<file path="config.mk">
export PLATFORM = sky130hd
export DESIGN_NAME = wdc_ctrl
export DESIGN_NICKNAME = d
export VERILOG_FILES = /design/src/wdc_pkg.sv /design/src/wdc_ctrl.sv
export VERILOG_INCLUDE_DIRS = /design/src /design/src/src
export SDC_FILE = /design/constraint.sdc
export NUM_CORES = 1
export LEC_CHECK = 0
export BUFFER_PORTS_ARGS = -buffer_cell sky130_fd_sc_hd__buf_2
export CAP_MARGIN = 10
export CORE_MARGIN = 8
export CORE_UTILIZATION = 38
export DETAILED_ROUTE_END_ITERATION = 7
export GPL_TIMING_DRIVEN = 0
export HOLD_SLACK_MARGIN = 0.06
export PLACE_DENSITY_LB_ADDON = 0.2
export SYNTH_ARGS = -nofsm -noshare
export SYNTH_HDL_FRONTEND = slang
export SYNTH_SLANG_ARGS = --single-unit
</file>
<file path="constraint.sdc">
create_clock -name aclk -period 1.35 [get_ports aclk]
set_input_delay 0.2025 -clock aclk [delete_from_list [all_inputs] [get_ports aclk]]
set_output_delay 0.2025 -clock aclk [all_outputs]
set_load 0.05 [all_outputs]
</file>
<file path="src/word_dictionary_counter_unit_macros.svh">
// Assertion macros used by the word dictionary counter controller.
`ifndef WORD_DICTIONARY_COUNTER_UNIT_MACROS_SVH
`define WORD_DICTIONARY_COUNTER_UNIT_MACROS_SVH

// Check that an antecedent implies a consequent in the same cycle.
`define WDC_ASSERT_IMP(label, ante, cons, msg) \
    label: assert property (@(posedge aclk) disable iff (!aresetn) (ante) |-> (cons)) \
        else $error(msg);

// Check that an antecedent implies a consequent in the next cycle.
`define WDC_ASSERT_NEXT(label, ante, cons, msg) \
    label: assert property (@(posedge aclk) disable iff (!aresetn) (ante) |=> (cons)) \
        else $error(msg);

`endif

</file>
<file path="src/wdc_pkg.sv">
// ----------------------------------------------------------------------------
// wdc_pkg
// Types and constants shared by the word dictionary counter.
// ----------------------------------------------------------------------------
package wdc_pkg;

    localparam int HASH_SLOTS     = 8192;
    localparam int MAX_WORDS      = 4096;
    localparam int MAX_WORD_CHARS = 64;
    localparam int KEEP_CHARS     = MAX_WORD_CHARS - 1;

    localparam int SLOT_W = $clog2(HASH_SLOTS);
    localparam int IDX_W  = $clog2(MAX_WORDS);
    localparam int CH_W   = $clog2(MAX_WORD_CHARS);
    localparam int LEN_W  = $clog2(MAX_WORD_CHARS + 1);
    localparam int DW_W   = $clog2(MAX_WORDS + 1);
    localparam int SE_W   = IDX_W + 1;
    localparam int PRB_W  = $clog2(HASH_SLOTS + 1);
    localparam int TXT_AW = IDX_W + CH_W;

    localparam logic [1:0] ST_EXISTING = 2'd0;
    localparam logic [1:0] ST_NEW      = 2'd1;
    localparam logic [1:0] ST_FULL     = 2'd2;

    localparam logic [7:0] CH_NUL = 8'd0;
    localparam logic [7:0] CH_CR  = 8'd13;
    localparam logic [7:0] CH_SP  = 8'd32;
    localparam logic [7:0] CH_TAB = 8'd9;
    localparam logic [7:0] CH_LF  = 8'd10;

    typedef enum logic [3:0] {
        S_CLEAR,
        S_IDLE,
        S_HASH,
        S_PROBE_RD,
        S_PROBE_CHK,
        S_CMP,
        S_HIT,
        S_INSERT,
        S_OUT
    } wdc_state_t;

    typedef struct packed {
        logic clr_step;
        logic take_char;
        logic word_start;
        logic hash_step;
        logic probe_read;
        logic probe_next;
        logic cmp_start;
        logic cmp_step;
        logic hit_update;
        logic ins_step;
        logic ins_done;
        logic set_full;
        logic out_load;
    } wdc_cmd_t;

    typedef struct packed {
        logic clr_done;
        logic hash_done;
        logic slot_empty;
        logic entry_ok;
        logic probes_done;
        logic cmp_done;
        logic cmp_fail;
        logic dict_full;
        logic ins_last;
        logic pending_nz;
    } wdc_stat_t;

endpackage

</file>
<file path="src/wdc_ctrl.sv">
// ----------------------------------------------------------------------------
// wdc_ctrl
// Sequencer for clearing, hashing, probing, compare and insert.
// ----------------------------------------------------------------------------
`include "word_dictionary_counter_unit_macros.svh"

module wdc_ctrl
    import wdc_pkg::*;
(
    input  logic       aclk,
    input  logic       aresetn,
    input  logic       in_fire,
    input  logic [7:0] in_byte,
    input  logic       out_free,
    input  wdc_stat_t  stat,
    output wdc_cmd_t   cmd,
    output logic       in_ready,
    output logic       out_push
);
    wdc_state_t state_reg, state_next;
    logic       is_sep, is_skip;

    assign is_skip = (in_byte == CH_CR) || (in_byte == CH_NUL);
    assign is_sep  = (in_byte == CH_SP) || (in_byte == CH_TAB) || (in_byte == CH_LF);

    always_comb begin
        state_next = state_reg;
        case (state_reg)
            S_CLEAR: begin
                if (stat.clr_done) state_next = S_IDLE;
            end
            S_IDLE: begin
                if (in_fire && !is_skip && is_sep && stat.pending_nz) state_next = S_HASH;
            end
            S_HASH: begin
                if (stat.hash_done) state_next = S_PROBE_RD;
            end
            S_PROBE_RD: state_next = S_PROBE_CHK;
            S_PROBE_CHK: begin
                if (stat.slot_empty) begin
                    state_next = stat.dict_full ? S_OUT : S_INSERT;
                end else if (stat.entry_ok) begin
                    state_next = S_CMP;
                end else if (stat.probes_done) begin
                    state_next = S_OUT;
                end else begin
                    state_next = S_PROBE_RD;
                end
            end
            S_CMP: begin
                if (stat.cmp_done) begin
                    if (stat.cmp_fail) begin
                        state_next = stat.probes_done ? S_OUT : S_PROBE_RD;
                    end else begin
                        state_next = S_HIT;
                    end
                end
            end
            S_HIT: state_next = S_OUT;
            S_INSERT: begin
                if (stat.ins_last) state_next = S_OUT;
            end
            S_OUT: begin
                if (out_free) state_next = S_IDLE;
            end
            default: state_next = S_IDLE;
        endcase
    end

    always_comb begin
        cmd      = '0;
        in_ready = 1'b0;
        out_push = 1'b0;
        case (state_reg)
            S_CLEAR: cmd.clr_step = 1'b1;
            S_IDLE: begin
                in_ready = 1'b1;
                if (in_fire && !is_skip && !is_sep) cmd.take_char = 1'b1;
                if (in_fire && !is_skip && is_sep && stat.pending_nz) begin
                    cmd.word_start = 1'b1;
                end
            end
            S_HASH: cmd.hash_step = 1'b1;
            S_PROBE_CHK: begin
                cmd.probe_read = 1'b1;
                if (stat.slot_empty && !stat.dict_full) cmd.cmp_start = 1'b1;
                if (stat.slot_empty && stat.dict_full) cmd.set_full = 1'b1;
                if (!stat.slot_empty && stat.entry_ok) cmd.cmp_start = 1'b1;
                if (!stat.slot_empty && !stat.entry_ok) begin
                    if (stat.probes_done) cmd.set_full = 1'b1;
                    else cmd.probe_next = 1'b1;
                end
            end
            S_CMP: begin
                // sweep until the last char is on hand, then decide
                if (!stat.cmp_done) begin
                    cmd.cmp_step = 1'b1;
                end else if (stat.cmp_fail) begin
                    if (stat.probes_done) cmd.set_full = 1'b1;
                    else cmd.probe_next = 1'b1;
                end
            end
            S_HIT: cmd.hit_update = 1'b1;
            S_INSERT: begin
                if (stat.ins_last) cmd.ins_done = 1'b1;
                else cmd.ins_step = 1'b1;
            end
            S_OUT: begin
                if (out_free) begin
                    out_push     = 1'b1;
                    cmd.out_load = 1'b1;
                end
            end
            default: ;
        endcase
    end

    always_ff @(posedge aclk) begin
        if (!aresetn) begin
            state_reg <= S_CLEAR;
        end else begin
            state_reg <= state_next;
        end
    end

    `WDC_ASSERT_IMP(a_ready_idle, in_ready, state_reg == S_IDLE, "ready outside idle")
    `WDC_ASSERT_IMP(a_push_out, out_push, state_reg == S_OUT && out_free, "push without slot")
    `WDC_ASSERT_NEXT(a_word_hash, cmd.word_start, state_reg == S_HASH, "word end did not hash")
endmodule

</file>
==> results of run 1 <==
## area by class of cell
cell class	count	area (um^2)	share of cell area
tap	16	20.02	0.01500
timing repair buffer	49	400.4	0.2999
clock buffer	4	26.28	0.01968
multi-input combinational	68	684.4	0.5127
inverter	7	33.78	0.02530
sequential	4	92.59	0.06935
buffer	5	77.57	0.05811
## final timing paths
check / from / to / depth (start not counted)
max: state_reg[2] / cmd[11] / 4
min: aresetn / state_reg[0] / 2
max reg2reg: state_reg[2] / state_reg[0] / 4
min reg2reg: state_reg[3] / state_reg[2] / 3
## metal layers
metal | up-vias | share of wire | global-route usage
li1 | 434 | - | -
met3 | 11 | 0.092 | 0.05618
met5 | - | 0 | 0
met2 | 60 | 0.52 | 0.2884
met1 | 464 | 0.35 | 0.1461
met4 | 0 | 0.038 | 0.09278
## cells in the final DEF (no fill, tap or decap), types with 2 or more instances in the layout
cell type | netlist | routed
nor3_1 | 7 | 4
buf_2 | 1 | 22
buf_12 | 0 | 3
nor2_1 | 7 | 3
o311ai_1 | 2 | 2
inv_1 | 7 | 6
buf_8 | 0 | 6
a21oi_1 | 3 | 2
nor3_4 | 0 | 3
nor4b_4 | 1 | 2
nand2_1 | 7 | 5
dfxtp_4 | 0 | 3
nor3b_2 | 1 | 2
clkbuf_4 | 0 | 3
a22oi_1 | 2 | 2
nor2b_1 | 2 | 2
nand3_4 | 0 | 2
nor2_4 | 0 | 4
a31oi_1 | 5 | 4
buf_4 | 2 | 11
nor4bb_2 | 0 | 2
buf_6 | 2 | 12
nor3b_4 | 0 | 2
## cells by family after synthesis
family / after synthesis / share of synthesized area
AOI/OAI and AO/OA: 18 / 0.2191
xor gates and xnor gates: 1 / 0.01395
buffers and inverters: 12 / 0.1096
DFF: 4 / 0.1275
muxes: 2 / 0.03187
and+or+nand+nor: 47 / 0.4980
## synth_stat cells (2+ instances only)
cell type / instances
and2_1: 2
a22oi_1: 2
buf_6: 2
dfxtp_1: 4
a21oi_1: 3
nor3_1: 7
nand2_1: 7
nor2b_1: 2
o311ai_1: 2
nor4bb_1: 2
inv_1: 7
nor3b_1: 4
a31oi_1: 5
nand3_1: 2
buf_4: 2
mux2i_1: 2
nor2_1: 7
nor4b_1: 2
## power groups by stage
stage	registers, uW	logic [uW]	clock network, uW
after CTS	209	1450	187
after detailed placement	210	1090	0
after global routing	212	1620	202
final	210	1540	187
after global placement	204	1080	0
after floorplan	195	889	0
## metrics by stage
| stage | std cells | area (um^2) | total power [uW] | hold slack, ns |
|---|---|---|---|---|
| 3_5_place_dp | 136 | 970.9 | 1296 | 0.4821 |
| 5_1_grt | 153 | 1335 | 2035 | 0.2398 |
| 6_report | 153 | 1335 | 1939 | 0.2486 |
| 4_1_cts | 150 | 1262 | 1843 | 0.2274 |
| 3_3_place_gp | 136 | 970.9 | 1280 | 0.4882 |
| 2_1_floorplan | 84 | 770.7 | 1084 | 0.3538 |
## worst max-delay path, stage by stage (launching register included)
cell and delay (ns):
dfxtp_4 0.37, nor2_1 0.34, nand3_4 0.17, nor3_4 0.15, buf_6 0.18
## repair_timing
action | in CTS | in global routing
gates cloned | 0 | 0
pin swaps | 11 | 8
gates resized for setup | 47 | 12
endpoints found under the hold margin | 0 | 0
buffers inserted | 10 | 3
endpoints found under the setup margin | 17 | 18
==> metrics.md, run 1 <==
| Metric | Value |
|---|---|
| Outcome | `finished, violations left` |
| Failing checks | `negative setup slack` |
| DR iter-0 viols | `35` |
| Gr usage total | `0.1583` |
| Clock buffer depth | `2` |
| Pwr Density | `1452 mW/mm^2` |
| Internal cell power | `964.7 uW` |
| Top post-synthesis cells by area | `dfxtp_1 13%, nor3_1 5.6%, a31oi_1 5.0%` |
| Worst-margin pin slew | `0.3979 ns` |
| Fin. max-slew vios | `0` |
| Area delta synth->final | `112.5%` |
| Fin. Hold Viols | `0` |
| Core area | `0.001524 mm^2` |
| Final core utilization | `0.8760` |
| Global route overflow | `0` |
| Cell area after synthesis | `628.1 um^2` |
| Yosys reg bits | `4` |
| Clk root buf | `clkbuf_4` |
| IO Count | `37` |
| Seq/Total Area, Yosys | `0.1275` |
| FF-to-FF setup slack | `-0.09 ns` |
| Post-synthesis cell count | `84` |
| Row Count | `14` |
| Period utilization | `1.246` |
| Max Clk Rate | `0.5944 GHz` |
| Comb pwr share | `0.795` |
| CTS tree | `done` |
| H-tree depth reported by CTS | `1` |
| Ys flop type | `dfxtp_1` |
| Setup tns final | `-3.827 ns` |
| Die X | `56.66 um` |
| Post-synth cell types | `38` |
| Post-route minimum period | `1.683 ns` |
| Share of the synthesized area in the top cell type | `0.1275` |
| TritonCTS Buffers | `3` |
| Number of flip-flops under the largest register name | `4` |
| Synthesized area per cell | `7.477 um^2` |
| Clock Sinks | `4` |
| Fill cells | `84` |
| Worst Path Arrival | `1.48 ns` |
| Post-synth ARST share | `0` |
| CP Launch Type | `register` |
| # port buffers | `36` |
| Vias in the first global route | `973` |
| Yosys top cell by area | `dfxtp_1` |
| Critical path class | `reg2out` |
| HPWL Detailed | `1724 um` |
| Reported net switching power | `973.8 uW` |
| Sequential share of power | `0.108` |
| EDFF count, synth | `0` |
| Routability cong. | `0.9068` |
| Slew headroom | `0.7338` |
| Hold_buf cts | `0` |
| Worst EP required | `1.15 ns` |
| Drt pass-1 iters | `4` |
| Post-Route WL | `2975 um` |
| Initial core utilization | `0.4122` |
| Die height | `56.66 um` |
| Peak VDD IR | `1.187 mV` |
| Residual DRC | `0` |
| Pin count of the biggest net entering global routing | `11` |
| Vias/cell | `6.333` |
| Final worst slack | `-0.3325 ns` |
| Post-place setup slack | `-0.3603 ns` |
| Clock Latency Late Sink | `0.26 ns` |
| Layout Skew | `0.007622 ns` |
| Clk network pwr share | `0.097` |
| Clk slew on worst S/H paths | `0.04 ns` |
| Crit-path max FO | `8` |
| First-pass GRT wire length | `4202 um` |
| Max Cap Viol | `0` |
| Yosys warnings | `0` |
| Final setup fails | `18` |
| Switching Share | `0.5023` |
| Post-layout nets | `160` |
| Worst Hold Class | `in2reg` |
| Setup crit end kind | `output pin` |
| Drt wl/cell | `19.44 um` |
| Initial antenna violation count | `0` |
| Die ar. | `0.003210 mm^2` |
| Post-DRT Antenna Nets | `0` |
| Lkg Pwr | `0.0005636 uW` |
| Post-Syn Nets | `106` |
| RSZ-0062 raised after global routing | `yes` |
| Fraction of layout cells with a size suffix above 1 | `0.6715` |
| # diodes | `0` |
| Vias post-DR | `969` |
Note: power is estimated with default switching activity, not from simulation.
==> inputs of run 2 (changes only) <==
==> constraint.sdc (replaced) <==
create_clock -name aclk -period 1.35 [get_ports aclk]
set_input_delay 0.2025 -clock aclk [delete_from_list [all_inputs] [get_ports aclk]]
set_output_delay 0.2025 -clock aclk [all_outputs]
set_load 0.01 [all_outputs]
==> metrics.md, run 2 (synthesis results as in run 1) <==
| Metric | Value |
|---|---|
| Outcome | `finished, violations left` |
| Failing checks | `negative setup slack` |
| Worst r2r src | `state_reg[0]` |
| Worst Path Buf+Inv | `2` |
| Final cell area excluding filler cells | `0.001292 mm^2` |
| RSZ-0062 raised after global routing | `yes` |
| Die X | `56.66 um` |
| Fraction of layout cells with a size suffix above 1 | `0.7113` |
| CTS tree | `done` |
| Die height | `56.66 um` |
| Slowest stage delay, CP | `0.36 ns` |
| Critical path depth in cells | `5` |
| Crit path cell chain | `and2b_2 > buf_6 > nand2_4 > nor3b_2 > buf_2` |
| Crit path max-delay cell type | `dfxtp_4` |
| Post-DRT Antenna Nets | `0` |
| CP Launch Type | `register` |
| Final setup fails | `19` |
| H-tree depth reported by CTS | `1` |
| Final Non-Filler Cells | `158` |
| Routability cong. | `0.8334` |
| Slew headroom | `0.7764` |
| Pwr Density | `1360 mW/mm^2` |
| R2r endpoint | `state_reg[1]` |
| Vias/cell | `5.968` |
| Initial antenna violation count | `0` |
| Clk network pwr share | `0.088` |
| Drt pass-1 iters | `4` |
| Fin. max-slew vios | `0` |
| Clk slew on worst S/H paths | `0.04 ns` |
| Critical path launch point | `state_reg[3]` |
| Residual DRC | `0` |
| Lkg Pwr | `0.0005862 uW` |
| Commonest cells after routing, fill and taps aside | `30 x buf_2, 13 x buf_6, 13 x buf_4` |
| Worst EP required | `1.15 ns` |
| IO Count | `37` |
| TritonCTS Buffers | `3` |
| Crit-path max FO | `5` |
| Critical path class | `reg2out` |
| Die ar. | `0.003210 mm^2` |
| FF-to-FF setup slack | `-0.13 ns` |
| Worst Path Arrival | `1.37 ns` |
| Clock Latency Late Sink | `0.24 ns` |
| Period utilization | `1.166` |
| Core area | `0.001524 mm^2` |
| Number of flip-flops under the largest register name | `4` |
| Peak VDD IR | `0.8216 mV` |
| Placed cell area | `839.6 um^2` |
| First-pass GRT wire length | `3974 um` |
| Setup crit end kind | `output pin` |
| Gr usage total | `0.1476` |
| HPWL Detailed | `1617 um` |
| Sequential share of power | `0.132` |
| Max Clk Rate | `0.6353 GHz` |
| Setup tns final | `-2.011 ns` |
| Post-Route WL | `2924 um` |
| Post-place setup slack | `-0.2108 ns` |
| # port buffers | `36` |
| Switching Share | `0.4380` |
| Area delta synth->final | `105.8%` |
| Vias post-DR | `943` |
| Reg2Reg Depth | `7` |
| Internal cell power | `987.9 uW` |
| Worst-margin pin slew | `0.3261 ns` |
| Comb pwr share | `0.780` |
| Layout Skew | `0.001523 ns` |
| Commonest non-fill, non-tap cell in the layout | `buf_2` |
| Post-layout nets | `166` |
| DR iter-0 viols | `29` |
| Max Cap Viol | `0` |
| Drt wl/cell | `18.51 um` |
| # diodes | `0` |
| Clock Sinks | `4` |
| Pin count of the biggest net entering global routing | `11` |
| Vias in the first global route | `935` |
| Global route overflow | `0` |
| Fill cells | `85` |
| Fin. Hold Viols | `0` |
| Row Count | `14` |
| Final worst slack | `-0.2242 ns` |
| Clock buffer depth | `2` |
| Initial core utilization | `0.4122` |
| Critical Path Sink | `cmd[3]` |
| Clk root buf | `clkbuf_4` |
| Post-route minimum period | `1.574 ns` |
| CP top delay family | `simple AND/OR/NAND/NOR gates` |
| Reported net switching power | `770.0 uW` |
| Placed insts | `136` |
| Worst Hold Class | `in2reg` |
[run 2: changes by cell type in the layout (fill, tap and decap cells not counted), sizes merged]
cell  previous run  this run
buf             54        59
[run 2: worst min-delay path by stage]
stage / startpoint / endpoint / slack (ns) / depth (start not counted)
6_report: aresetn / state_reg[0] / 0.25 / 2
5_1_grt: aresetn / state_reg[0] / 0.25 / 2
4_1_cts: aresetn / state_reg[0] / 0.25 / 2
3_5_place_dp: aresetn / state_reg[0] / 0.50 / 2
3_3_place_gp: aresetn / state_reg[0] / 0.50 / 2
2_1_floorplan: aresetn / state_reg[0] / 0.36 / 1
[run 2: cell type report]
cell class / instances / area [um^2] / area share
Buffer: 4 / 48.80 / 0.03775
Clock buffer: 3 / 22.52 / 0.01742
Inverter: 7 / 31.28 / 0.02420
Multi-Input combinational cell: 68 / 659.4 / 0.5102
Sequential cell: 4 / 95.09 / 0.07357
Tap cell: 16 / 20.02 / 0.01549
Timing Repair Buffer: 56 / 415.4 / 0.3214
[run 2: worst register-to-register path, stage by stage (launching register included)]
cell and delay [ns]:
dfxtp_4 0.36, buf_6 0.14, buf_6 0.13, buf_6 0.13, xor2_2 0.15, a22oi_1 0.18
and4_4 0.24, nor4_2 0.03
[run 2: power groups by stage]
stage | logic (uW) | registers, uW | clock network [uW]
final | 1370 | 232 | 154
after CTS | 1020 | 195 | 154
after global placement | 729 | 195 | 0
after global routing | 1440 | 233 | 167
after detailed placement | 743 | 194 | 0
after floorplan | 552 | 183 | 0
[run 2: stage by stage]
step           power [uW]  utilization  hold WS, ns
3_3_place_gp        923.9       0.5509       0.4976
3_5_place_dp        937.2       0.5509       0.5027
4_1_cts              1369       0.6888       0.2460
2_1_floorplan       734.8            -       0.3642
6_report             1758       0.8481       0.2547
5_1_grt              1841       0.8481       0.2488
[run 2: metal layers]
metal	vias up	global-route usage	wire length [um]
met4	0	0.06186	73
met1	436	0.1501	1146
met2	57	0.2665	1509
met5	-	0	0
met3	12	0.04719	195
li1	438	-	-
[run 2: what timing repair did]
action	4_1_cts	5_1_grt
hold buffers	0	0
gates cloned	0	1
buffers inserted	13	6
gates resized for setup	27	43
endpoints found under the setup margin	17	19
pin swaps	8	29
==> inputs of run 3 (changes only) <==
- ABC_AREA: unset -> 1
- CORE_UTILIZATION: 38 -> 37
==> metrics.md, run 3 <==
| Metric | Value |
|---|---|
| Cell area after synthesis | `591.8 um^2` |
| Commonest non-fill, non-tap cell in the layout | `buf_2` |
| Final setup fails | `12` |
| Worst Path Arrival | `1.30 ns` |
| Post-route minimum period | `1.500 ns` |
| Reg2Reg Depth | `6` |
| Outcome | `finished, violations left` |
| Gr usage total | `0.1170` |
| H-tree depth reported by CTS | `1` |
| Core area | `0.001506 mm^2` |
| IO Count | `37` |
| Worst Hold Class | `in2reg` |
| Pin count of the biggest net entering global routing | `8` |
| FF-to-FF setup slack | `-0.05 ns` |
| Fill cells | `136` |
| Drt pass-1 iters | `4` |
| Top post-synthesis cells by area | `nand2_1 15%, dfxtp_1 14%, inv_1 11%` |
| Post-synth cell types | `20` |
| Clock Latency Late Sink | `0.23 ns` |
| Fraction of layout cells with a size suffix above 1 | `0.5706` |
| Clock Sinks | `4` |
| Lkg Pwr | `0.0006043 uW` |
| Clk root buf | `clkbuf_4` |
| Post-synthesis cell count | `110` |
| Routability cong. | `0.8123` |
| Fin. Hold Viols | `0` |
| Drt wl/cell | `12.41 um` |
| Ys flop type | `dfxtp_1` |
| Yosys warnings | `0` |
| Final worst slack | `-0.1504 ns` |
| Yosys top cell by area | `nand2_1` |
| Post-DRT Antenna Nets | `0` |
| Commonest cells after routing, fill and taps aside | `34 x buf_2, 21 x nand2_1, 14 x inv_1, 14 x nor2_1, 13 x buf_4` |
| Number of flip-flops under the largest register name | `4` |
| Post-Syn Nets | `132` |
| Yosys reg bits | `4` |
| EDFF count, synth | `0` |
| Setup tns final | `-0.9790 ns` |
| Fin. max-slew vios | `0` |
| # port buffers | `36` |
| Most common cell in the synthesized netlist | `nand2_1` |
| Vias in the first global route | `827` |
| DR iter-0 viols | `23` |
| Post-layout nets | `187` |
| Critical path class | `reg2out` |
| CP Launch Type | `register` |
| Hold_sp | `aresetn` |
| Area delta synth->final | `81.82%` |
| Die ar. | `0.003135 mm^2` |
| Failing checks | `negative setup slack` |
| RSZ-0062 raised after global routing | `yes` |
| Die height | `56.00 um` |
| Final core utilization | `0.7143` |
| Residual DRC | `0` |
| Hold_buf cts | `0` |
| Setup crit end kind | `output pin` |
| Synthesized area per cell | `5.380 um^2` |
| Row Count | `14` |
| TritonCTS Buffers | `3` |
| CTS tree | `done` |
| HPWL Detailed | `1518 um` |
| Hold path depth | `3` |
| Period utilization | `1.111` |
| Crit-path max FO | `5` |
| Initial antenna violation count | `0` |
| WHS Endpoint | `state_reg[1]` |
| Clk slew on worst S/H paths | `0.04 ns` |
| Global route overflow | `0` |
| Clock buffer depth | `2` |
| R2r endpoint | `state_reg[3]` |
| Slew headroom | `0.7453` |
| Peak VDD IR | `1.608 mV` |
| Initial core utilization | `0.3929` |
| Synth top cells by count | `23 x nand2_1, 18 x inv_1, 18 x nor2_1` |
| # diodes | `0` |
| Die X | `56.00 um` |
| Vias post-DR | `890` |
| Worst r2r src | `state_reg[2]` |
| Worst EP required | `1.15 ns` |
| Seq/Total Area, Yosys | `0.1353` |
| Layout Skew | `0.0005525 ns` |
| Worst-margin pin slew | `0.3818 ns` |
| Max Clk Rate | `0.6665 GHz` |
| Vias/cell | `4.972` |
| First-pass GRT wire length | `3249 um` |
| Max Cap Viol | `0` |
| Share of the synthesized area in the top cell type | `0.1459` |
| Post-synth ARST share | `0` |
| Post-Route WL | `2222 um` |
| Pwr Density | `1993 mW/mm^2` |
run 3: changes by cell type after synthesis, sizes merged, moves of 3 or more:
cell / previous run / this run
nand2: 7 / 26
nor2: 7 / 25
inv: 7 / 21
nand3: 3 / 12
a31oi: 5 / 0
nor3b: 5 / 0
a21oi: 3 / 7
buf: 5 / 1
nor4b: 3 / 0
run 3: kinds of logic (layout without fill, tap and decap cells):
| group | Yosys count | count (layout) | synth area share |
|---|---|---|---|
| AO/OA/AOI/OAI | 12 | 12 | 0.1353 |
| flip-flops | 4 | 4 | 0.1353 |
| AND/OR/NAND/NOR | 72 | 72 | 0.5835 |
| buffers and inverters | 22 | 75 | 0.1459 |
run 3: worst max path at each step:
stage                 start            to  slack, ns  depth (start not counted)
5_1_grt        state_reg[3]        cmd[1]      -0.20                          7
4_1_cts        state_reg[0]        cmd[1]      -0.16                          7
2_1_floorplan  state_reg[1]  state_reg[2]        0.1                          9
3_5_place_dp   state_reg[2]        cmd[1]      -0.07                          6
6_report       state_reg[3]        cmd[1]      -0.15                          7
3_3_place_gp   state_reg[0]        cmd[7]      -0.07                          7
run 3: layout make-up:
class                           count  area, um^2  share of cell area
Tap cell                           16       20.02             0.01860
Buffer                              1       7.507            0.006977
Multi-Input combinational cell     84       530.5              0.4930
Clock buffer                        3       22.52             0.02093
Timing Repair Buffer               50       314.1              0.2919
Inverter                           21       86.33             0.08023
Sequential cell                     4       95.09             0.08837
run 3: repair_timing:
| action | 4_1_cts | 5_1_grt |
|---|---|---|
| gates resized for setup | 13 | 27 |
| setup buffers | 8 | 6 |
| pin swaps | 2 | 11 |
| setup endpoints to repair | 17 | 17 |
run 3: critical path: stages (launching register included):
cell and delay (ns):
dfxtp_4 0.36, inv_4 0.07, nand2_4 0.07, nor2_4 0.17, inv_2 0.05, a21oi_2 0.13
a21o_1 0.10, buf_2 0.12
run 3: routing by layer:
metal,track usage,vias to the layer above,share of wire
met1,0.1269,389,0.41
met3,0.05479,4,0.084
met4,0.01031,0,0.0068
met5,0,-,0
li1,-,456,-
met2,0.2076,41,0.50
run 3: where the power goes:
group | internal (uW) | switching (uW) | leakage [uW]
logic | 766 | 912 | 0.000555
clock network | 99.3 | 47.1 | 0.0000138
registers | 211 | 109 | 0.0000356
run 3: per-stage QoR:
stage	instance area, um^2	hold slack (ns)	total power, uW	setup WS, ns	std cells
after floorplan	598.1	0.3233	1031	0.09929	110
after global placement	798.3	0.4630	1291	-0.06595	162
after detailed placement	798.3	0.4675	1308	-0.07463	162
after CTS	922.1	0.2148	1698	-0.1560	173
after global routing	1076	0.2413	2320	-0.2019	179
final	1076	0.2201	2144	-0.1504	179
